**src/way_predicted_lru_cache_defines.svh**
```systemverilog
// Assertion helpers used by the cache RTL.
`ifndef WAY_PREDICTED_LRU_CACHE_DEFINES_SVH
`define WAY_PREDICTED_LRU_CACHE_DEFINES_SVH

// Same-cycle implication, disabled while in reset.
`define WPLC_ASSERT_NOW(label, clk, rst, ante, cons, msg) \
   label: assert property (@(posedge clk) disable iff (rst) (ante) |-> (cons)) \
      else $error(msg);

// Next-cycle implication, disabled while in reset.
`define WPLC_ASSERT_NEXT(label, clk, rst, ante, cons, msg) \
   label: assert property (@(posedge clk) disable iff (rst) (ante) |=> (cons)) \
      else $error(msg);

`endif

```
**src/wplc_pkg.sv**
```systemverilog
package wplc_pkg;

   localparam int WAYS        = 4;
   localparam int WAY_W       = 2;
   localparam int ADDR_W      = 25;
   localparam int TAG_W       = 15;
   localparam int TAG_ENTRY_W = 16;
   localparam int LRU_W       = 16;
   localparam int BYTE_W      = 8;

   // All-ones LRU row for each way, and mask that clears that way's column.
   localparam logic [WAYS-1:0][LRU_W-1:0] ROW_ONES =
      {16'h000F, 16'h00F0, 16'h0F00, 16'hF000};
   localparam logic [WAYS-1:0][LRU_W-1:0] COL_KEEP =
      {16'hEEEE, 16'hDDDD, 16'hBBBB, 16'h7777};

   typedef enum logic [1:0] {
      FUNC_LOOKUP = 2'd0,
      FUNC_WRITE  = 2'd1,
      FUNC_ALLOC  = 2'd2
   } func_type;

   // Per-set state: tags with valid in bit 15, LRU matrix, predicted way.
   typedef struct packed {
      logic [WAY_W-1:0]                  pred;
      logic [LRU_W-1:0]                  lru;
      logic [WAYS-1:0][TAG_ENTRY_W-1:0] tags;
   } set_row_type;

   // What one access does to its set and what it reports.
   typedef struct packed {
      logic             row_we;
      set_row_type      row;
      logic             data_we;
      logic [WAY_W-1:0] data_way;
      logic             hit;
      logic [WAY_W-1:0] hit_way;
      logic [WAY_W-1:0] victim_way;
   } set_update_type;

endpackage

```
**src/wplc_set_logic.sv**
```systemverilog
module wplc_set_logic import wplc_pkg::*; (
   input  logic [1:0]       func,
   input  logic [TAG_W-1:0] tag,
   input  set_row_type      row_cur,
   output set_update_type   upd
);

   logic [TAG_ENTRY_W-1:0] want;
   logic [WAY_W-1:0]       probe_way;
   logic                   found;
   logic [WAY_W-1:0]       found_way;
   logic                   victim_found;
   logic [WAY_W-1:0]       victim;

   assign want = {1'b1, tag};

   // Tag search, starting at the predicted way and wrapping
   always_comb begin
      found     = 1'b0;
      found_way = '0;
      probe_way = row_cur.pred;
      for (int k = 0; k < WAYS; k++) begin
         probe_way = row_cur.pred + WAY_W'(k);
         if (!found && row_cur.tags[probe_way] == want) begin
            found     = 1'b1;
            found_way = probe_way;
         end
      end
   end

   // Victim: lowest way with an empty LRU row, else the last way
   always_comb begin
      victim_found = 1'b0;
      victim       = WAY_W'(WAYS - 1);
      for (int w = 0; w < WAYS - 1; w++) begin
         if (!victim_found && (row_cur.lru & ROW_ONES[w]) == '0) begin
            victim_found = 1'b1;
            victim       = WAY_W'(w);
         end
      end
   end

   // Set update and result per operation
   always_comb begin
      upd          = '0;
      upd.row      = row_cur;
      case (func_type'(func))
         FUNC_LOOKUP: begin
            if (found) begin
               upd.hit     = 1'b1;
               upd.hit_way = found_way;
               upd.row_we  = 1'b1;
               upd.row.lru = (row_cur.lru | ROW_ONES[found_way]) & COL_KEEP[found_way];
            end
         end
         FUNC_WRITE: begin
            upd.data_we  = 1'b1;
            upd.data_way = row_cur.pred;
         end
         FUNC_ALLOC: begin
            upd.row_we           = 1'b1;
            upd.row.tags[victim] = want;
            upd.row.pred         = victim;
            upd.victim_way       = victim;
         end
         default: begin
         end
      endcase
   end

endmodule

```
**config.mk**
```make
export PLATFORM = sky130hd
export DESIGN_NAME = wplc_set_logic
export DESIGN_NICKNAME = d
export VERILOG_FILES = /design/src/way_predicted_lru_cache_defines.svh /design/src/wplc_pkg.sv /design/src/wplc_set_logic.sv
export SDC_FILE = /design/constraint.sdc
export NUM_CORES = 1
export LEC_CHECK = 0
export ABC_AREA = 0
export ABC_CLOCK_PERIOD_IN_PS = 6000
export BUFFER_PORTS_ARGS = -buffer_cell sky130_fd_sc_hd__buf_2
export CORE_MARGIN = 2
export CORE_UTILIZATION = 50
export DETAILED_ROUTE_END_ITERATION = 6
export PLACE_DENSITY = 0.85
export SLEW_MARGIN = 15
export SYNTH_ARGS = -nofsm -noshare
export SYNTH_HDL_FRONTEND = slang
export SYNTH_SLANG_ARGS = --single-unit
```
**constraint.sdc**
```tcl
create_clock -name vclk -period 6
set_clock_uncertainty 0.1 [all_clocks]
set_input_delay 0.3 -clock vclk [all_inputs]
set_output_delay 0.3 -clock vclk [all_outputs]
set_load 0.02 [all_outputs]
```
==> impl_metrics.json, run 1 <==
{
  "drtIter0Drc": 233,
  "avgViaCountPerCell": 6.29,
  "max_cap_viol_count": 0,
  "rsz0062_at_grt": "false",
  "place.gp.congestion": 0.993,
  "core_area_sq_mm": 0.00777,
  "ir_drop_v": 0.0000489,
  "io_pins": 190,
  "wl_per_cell_microns": 21.0,
  "regArea_sq_um": 0,
  "pwr-share-seq_pct": 0,
  "cp-startpoint": "row_cur[81]",
  "hold_viol_final": 0,
  "setup.worst_path.end": "upd[84]",
  "p_switching_w": 0.000249,
  "drive_gt1_share_pct": 49.7,
  "place_hpwl_microns": 12200,
  "grt_usage_pct": 33.1,
  "cp_cell_sequence": "buf_2 > buf_4 > mux4_2 > xnor2_1 > and4_1 > o21ai_1 > nor4_1 > a21oi_1 > o32ai_2 > and3_1 > or3_1 > buf_2",
  "period_needed_ps": 4530,
  "area_growth_pct": 21.6,
  "p_int_w": 0.000182,
  "antenna_found_initial": 0,
  "layout.nets": 715,
  "cp_slowest_cell": "buf_2",
  "antennaDiodeCount": 0,
  "cp_max_fo": 41,
  "power_frac_clock_pct": 0,
  "synth.distinct_cells": 67,
  "drc": 0,
  "worst_path_most_repeated_cell": "buf_2",
  "ant_nets": 0,
  "stdcell_area_sq_mm": 0.00489,
  "ys_top_cells_by_count": "mux2_2, mux2i_1, xnor2_1, mux4_2, nand2_1",
  "worstMarginPinSlew_ps": 1150,
  "avgSynthCellArea_sq_um": 8.71,
  "grt_pass1_wl_microns": 22700,
  "period_share_pct": 75.5,
  "start_kind": "primary input",
  "routed_wl_microns": 15000,
  "synth.top_cell.area_share_pct": 17.4,
  "nClkBuffers": 0,
  "p_sw_share_pct": 57.7,
  "p_leak_nw": 2.12,
  "fin_hold_ws_ps": 838,
  "die_w_microns": 93.6,
  "ys_seq_area_share_pct": 0,
  "crit_path_end_kind": "output pin",
  "gr-total-overflow": 0,
  "slew_headroom_pct": 23.3,
  "fp.dieArea_sq_mm": 0.00877,
  "status": "complete, no violations",
  "place_area_sq_mm": 0.00489,
  "yosysMostFrequentCell": "mux2_2",
  "drt_first_pass_iters": 5,
  "port_buffers": 190,
  "cts_hold_buffers": 0,
  "slew_viol_final": 0,
  "hold_class": "in2out",
  "finalSetupViolations": 0,
  "pwr-share-comb_pct": 100.0,
  "synth_fp_nets": 560,
  "post_cts_resize_count": 0,
  "path_class": "in2out",
  "rows": 32,
  "setup_tns_ps": 0,
  "p_per_area_mw_per_mm2": 88.3,
  "synth_top_area_cell": "mux4_2",
  "yosys_warnings": 0,
  "fp.dieH_microns": 93.6,
  "grt_max_degree": 42,
  "cpPeakStageDelay_ps": 640,
  "grt_pass1_vias": 4285,
  "initial_core_util_pct": 51.7,
  "syn_area_sq_mm": 0.00402,
  "vias": 4504,
  "seq_cell_count": 0,
  "arrival_ps": 4130,
  "synth_area_leaders": "mux4_2, mux2_2, mux2i_1",
  "fill_cells": 690,
  "cts_setup_buffers": 0,
  "synthCells": 461,
  "clock.fmax_mhz": 221,
  "required_ps": 5600
}
## cells by family (layout without fill, tap and decap cells)
logic type / count (synthesis) / count (layout) / synth area share (%)
xor gates and xnor gates: 53 / 53 / 11.6
buffers and inverters: 56 / 209 / 7.85
muxes: 141 / 141 / 46.7
and+or+nand+nor: 132 / 132 / 18.7
AOI/OAI and AO/OA: 79 / 79 / 15.1
## worst min path at each step
| stage | start | cells past startpoint | end | slack, ps |
|---|---|---|---|---|
| 5_1_grt | row_cur[66] | 3 | upd[74] | 850 |
| 3_5_place_dp | row_cur[74] | 3 | upd[82] | 840 |
| 2_1_floorplan | func[0] | 1 | upd[90] | 580 |
| 6_report | row_cur[74] | 3 | upd[82] | 840 |
| 4_1_cts | row_cur[74] | 3 | upd[82] | 830 |
| 3_3_place_gp | row_cur[74] | 3 | upd[82] | 830 |
## power groups by stage
stage	Clock [W]	Sequential, W	Combinational [W]
2_1_floorplan	0	0	0.000292
3_3_place_gp	0	0	0.000420
3_5_place_dp	0	0	0.000426
4_1_cts	0	0	0.000428
5_1_grt	0	0	0.000460
6_report	0	0	0.000432
## cell type report
class | count | area (sq um) | share of cell area, %
Tap cell | 102 | 128 | 2.61
Inverter | 14 | 52.6 | 1.08
Timing Repair Buffer | 195 | 1000 | 20.5
Multi-Input combinational cell | 405 | 3700 | 75.8
## cell usage in the layout, fill, tap and decap left out, types with 6 or more instances in the layout
cell      instances
buf_2           189
o21ai_0          14
nand2b_1         10
nor3_1           10
and3_1            6
nand2_1          22
mux2i_1          49
or2_2             6
nand3_1          12
a21oi_1           9
nand4_1          10
nor2_1           17
inv_1            12
nor4_1            8
and2_1            8
mux4_2           31
mux2_2           59
xnor2_1          48
## worst max-delay path: cells and delay by family
family / cells / cell delay (ps)
simple gates: 4 / 1340
buf+inv: 3 / 1230
compound gates: 3 / 600
mux: 1 / 360
xor+xnor: 1 / 280
## per-stage QoR
step | std cells | util [%] | setup WS, ps | total power, W
after floorplan | 461 | - | 2470 | 0.000292
after global placement | 716 | 62.9 | 1620 | 0.000420
after detailed placement | 716 | 62.9 | 1530 | 0.000426
after CTS | 716 | 62.9 | 1540 | 0.000428
after global routing | 716 | 62.9 | 1150 | 0.000460
final | 716 | 62.9 | 1470 | 0.000432
## layer usage
layer	GRT usage, %	part of all wire, %
met1	41.6	39
met2	57.5	49
met3	4.27	8.4
met4	12.8	4.1
met5	0	0
Note: power is estimated with default switching activity, not from simulation.
==> run 2, diff against run 1 <==
--- a/config.mk
+++ b/config.mk
@@ -6,7 +6,7 @@
 export NUM_CORES = 1
 export LEC_CHECK = 0
 export ABC_AREA = 0
-export ABC_CLOCK_PERIOD_IN_PS = 6000
+export ABC_CLOCK_PERIOD_IN_PS = 4700
 export BUFFER_PORTS_ARGS = -buffer_cell sky130_fd_sc_hd__buf_2
 export CORE_MARGIN = 2
 export CORE_UTILIZATION = 50
==> constraint.sdc (replaced) <==
create_clock -name vclk -period 4.7
set_clock_uncertainty 0.1 [all_clocks]
set_input_delay 0.235 -clock vclk [all_inputs]
set_output_delay 0.235 -clock vclk [all_outputs]
set_load 0.02 [all_outputs]
==> run 2 against run 1 <==
Non-clock buffer count is 3 higher. Die area stayed put. Utilization is 0.29 points higher. Routed wire length is 3.1% lower. Cell count is 0.42% higher. Critical path depth stayed put. Combinational power is 27% higher. Sequential share of layout area stayed put. Total power is 27% higher. Global-route usage is 1.8 points lower. First-iteration DRC count is 36% higher. Sequential cell count stayed put. Critical path type unchanged. Highest routed layer unchanged.
==> impl_metrics.json, run 2 (synthesis gave the netlist of run 1 again) <==
{
  "status": "complete, no violations",
  "crit_path_end_kind": "output pin",
  "period_needed_ps": 4420,
  "p_int_w": 0.000234,
  "ir_drop_v": 0.0000605,
  "required_ps": 4370,
  "pwr-share-seq_pct": 0,
  "pwr-share-comb_pct": 100.0,
  "grt_pass1_vias": 4117,
  "vias": 4540,
  "p_sw_share_pct": 57.3,
  "regArea_sq_um": 0,
  "cp_slowest_cell": "buf_2",
  "drc": 0,
  "initial_core_util_pct": 51.7,
  "cpPeakStageDelay_ps": 510,
  "rsz0062_at_grt": "false",
  "post_cts_resize_count": 0,
  "wl_per_cell_microns": 20.3,
  "clock.fmax_mhz": 226,
  "layout_common_cells": "buf_2, mux2_2, mux2i_1, xnor2_1, mux4_2",
  "drt_first_pass_iters": 5,
  "hold_class": "in2out",
  "gr-total-overflow": 0,
  "area_growth_pct": 22.2,
  "power_frac_clock_pct": 0,
  "nClkBuffers": 0,
  "path_delay_family": "simple AND/OR/NAND/NOR gates",
  "slew_headroom_pct": 27.8,
  "drtIter0Drc": 318,
  "die_w_microns": 93.6,
  "p_per_area_mw_per_mm2": 112,
  "cts_hold_buffers": 0,
  "layout.nets": 718,
  "period_share_pct": 94.1,
  "cp_cell_sequence": "buf_2 > buf_4 > mux4_2 > xnor2_1 > nand4_1 > nor4_1 > nand4_1 > a21boi_2 > o32ai_2 > and3_1 > o21bai_1 > buf_2",
  "rows": 32,
  "drive_gt1_share_pct": 49.9,
  "antennaDiodeCount": 0,
  "start_kind": "primary input",
  "grt_pass1_wl_microns": 21800,
  "antenna_found_initial": 0,
  "finalPower_w": 0.000548,
  "seq_cell_count": 0,
  "place.gp.congestion": 1.01,
  "slew_viol_final": 0,
  "p_leak_nw": 2.13,
  "worstMarginPinSlew_ps": 1080,
  "arrival_ps": 4090,
  "setup_tns_ps": 0,
  "fp.dieH_microns": 93.6,
  "io_pins": 190,
  "crit_buf_inv": 3,
  "ant_nets": 0,
  "fin_hold_ws_ps": 703,
  "path_class": "in2out",
  "cts_setup_buffers": 0,
  "port_buffers": 190,
  "place_hpwl_microns": 11800,
  "max_cap_viol_count": 0,
  "p_switching_w": 0.000314,
  "hold_viol_final": 0,
  "cp_max_fo": 26,
  "grt_usage_pct": 31.3,
  "finalSetupViolations": 0,
  "core_area_sq_mm": 0.00777,
  "grt_max_degree": 38,
  "routed_wl_microns": 14600,
  "final_common_cell": "buf_2",
  "avgViaCountPerCell": 6.31,
  "fp.dieArea_sq_mm": 0.00877
}
[run 2: final timing paths]
path,startpoint,end,slack (ps),cells after the start
min,row_cur[74],upd[82],700,3
max,row_cur[81],upd[85],280,12
[run 2: metrics by stage]
stage | setup WS [ps] | std cells | utilization [%] | cell area [sq um]
4_1_cts | 365 | 719 | 63.2 | 4910
2_1_floorplan | 1300 | 461 | - | 4020
5_1_grt | 62.9 | 719 | 63.2 | 4910
3_5_place_dp | 372 | 719 | 63.2 | 4910
6_report | 279 | 719 | 63.2 | 4910
3_3_place_gp | 553 | 719 | 63.2 | 4910
[run 2: cell type report]
type / count / area, sq um
multi-input combinational: 405 / 3700
fill: 685 / 2860
timing repair buffer: 198 / 1030
tap: 102 / 128
inverter: 14 / 52.6
[run 2: routing by layer]
layer	vias to the layer above	routed length (microns)	track usage (%)
met1	2165	6070	41.6
met5	-	0	0
met3	22	958	1.61
met4	0	340	6.40
li1	2081	-	-
met2	272	7200	56.3
[run 2: worst min-delay path, stage by stage]
cell and delay, ps:
buf_2 80, and2_1 100, buf_2 150
[run 2: power by group through the flow]
stage | logic [W] | clock network, W | registers [W]
global route | 0.000582 | 0 | 0
CTS | 0.000543 | 0 | 0
floorplan | 0.000372 | 0 | 0
global placement | 0.000535 | 0 | 0
finish | 0.000548 | 0 | 0
detailed placement | 0.000540 | 0 | 0
==> run 3, diff against run 2 <==
--- a/config.mk
+++ b/config.mk
@@ -9,9 +9,10 @@
 export ABC_CLOCK_PERIOD_IN_PS = 4700
 export BUFFER_PORTS_ARGS = -buffer_cell sky130_fd_sc_hd__buf_2
 export CORE_MARGIN = 2
-export CORE_UTILIZATION = 50
+export CORE_UTILIZATION = 40
 export DETAILED_ROUTE_END_ITERATION = 6
-export PLACE_DENSITY = 0.85
+export GPL_TIMING_DRIVEN = 0
+export PLACE_DENSITY = 0.7
 export SLEW_MARGIN = 15
 export SYNTH_ARGS = -nofsm -noshare
 export SYNTH_HDL_FRONTEND = slang
==> run 3 against run 2 <==
Global-route usage down 0.31 points. Die area up 24%. Worst hold slack better by 4.6 ps. Critical path depth up 1. Non-clock buffer count up 25. Worst setup slack better by 70 ps. Critical path type unchanged.
==> impl_metrics.json, run 3 (synthesis gave the netlist of run 1 again) <==
{
  "finalSetupViolations": 0,
  "seq_cell_count": 0,
  "layout_common_cells": "buf_2, mux2_2, mux2i_1, xnor2_1, mux4_2",
  "cp_slowest_cell": "buf_1",
  "nClkBuffers": 0,
  "grt_max_degree": 11,
  "place_area_sq_mm": 0.00509,
  "setup_tns_ps": 0,
  "crit_buf_inv": 4,
  "grt_pass1_wl_microns": 26300,
  "multi_input_area_sq_mm": 0.00370,
  "arrival_ps": 4020,
  "core_area_sq_mm": 0.00977,
  "regArea_sq_um": 0,
  "ant_nets": 0,
  "period_share_pct": 92.6,
  "rsz0062_at_grt": "false",
  "final_common_cell": "buf_2",
  "cts_hold_buffers": 0,
  "cp_cell_sequence": "buf_2 > buf_1 > mux4_2 > xnor2_1 > nand4_1 > nor4_1 > nand4_1 > a21boi_2 > o32ai_2 > and3_1 > buf_2 > or3_1 > buf_2",
  "grt_usage_pct": 31.0,
  "grt_pass1_vias": 4533,
  "path_class": "in2out",
  "status": "complete, no violations",
  "drt_first_pass_iters": 5,
  "p_leak_nw": 2.20,
  "io_pins": 190,
  "rows": 36,
  "path_delay_family": "simple AND/OR/NAND/NOR gates",
  "cts_setup_buffers": 0,
  "vias": 4720,
  "place_hpwl_microns": 14400,
  "required_ps": 4370,
  "layout.nets": 743,
  "worst_path_most_repeated_cell": "buf_2",
  "post_cts_resize_count": 0,
  "worstMarginPinSlew_ps": 979,
  "hold_viol_final": 0,
  "p_per_area_mw_per_mm2": 114,
  "start_kind": "primary input",
  "drtIter0Drc": 356,
  "place.gp.congestion": 1.00,
  "avgViaCountPerCell": 6.09,
  "routed_wl_microns": 17700,
  "fp.dieH_microns": 104,
  "slew_headroom_pct": 34.7,
  "clock.fmax_mhz": 230,
  "antennaDiodeCount": 0,
  "crit_path_end_kind": "output pin",
  "fp.dieArea_sq_mm": 0.0109,
  "drive_gt1_share_pct": 49.1,
  "drc": 0,
  "wl_per_cell_microns": 22.9,
  "die_w_microns": 104,
  "gr-total-overflow": 0,
  "area_growth_pct": 26.7,
  "period_needed_ps": 4350,
  "fill_cells": 954,
  "initial_core_util_pct": 41.1,
  "cp_max_fo": 10,
  "hold_class": "in2out",
  "stdcell_area_sq_mm": 0.00509,
  "cpPeakStageDelay_ps": 620,
  "ir_drop_v": 0.0000674,
  "port_buffers": 181,
  "antenna_found_initial": 0,
  "max_cap_viol_count": 0,
  "slew_viol_final": 0
}
-- run 3: area by class of cell --
type	count	share of cell area [%]
tap	133	3.27
timing repair buffer	181	17.8
inverter	14	1.03
multi-input combinational	405	72.7
buffer	42	5.16
-- run 3: metal layers --
layer / vias up / global-route usage [%] / part of all wire [%]
met5: - / 0 / 0
li1: 2146 / - / -
met1: 2263 / 39.6 / 41
met2: 272 / 52.5 / 47
met3: 39 / 5.51 / 8.6
met4: 0 / 10.6 / 3.5
-- run 3: through the flow --
stage                     setup WS, ps  power, W  utilization, %  hold slack [ps]  std cells
final                              349  0.000578            52.1              707        775
after CTS                          299  0.000573            52.1              708        775
after global routing              66.6  0.000613            52.1              726        775
after global placement             382  0.000567            52.1              700        775
after floorplan                   1300  0.000372               -              447        461
after detailed placement           315  0.000571            52.1              708        775
-- run 3: where the power goes --
part | leakage [nW] | switching (W) | internal, W
clock | 0 | 0 | 0
combinational | 2.20 | 0.000336 | 0.000242
sequential | 0 | 0 | 0
total | 2.20 | 0.000336 | 0.000242
-- run 3: worst paths after layout --
path / start / endpoint / depth (start not counted)
max: row_cur[81] / upd[84] / 13
min: row_cur[74] / upd[82] / 3
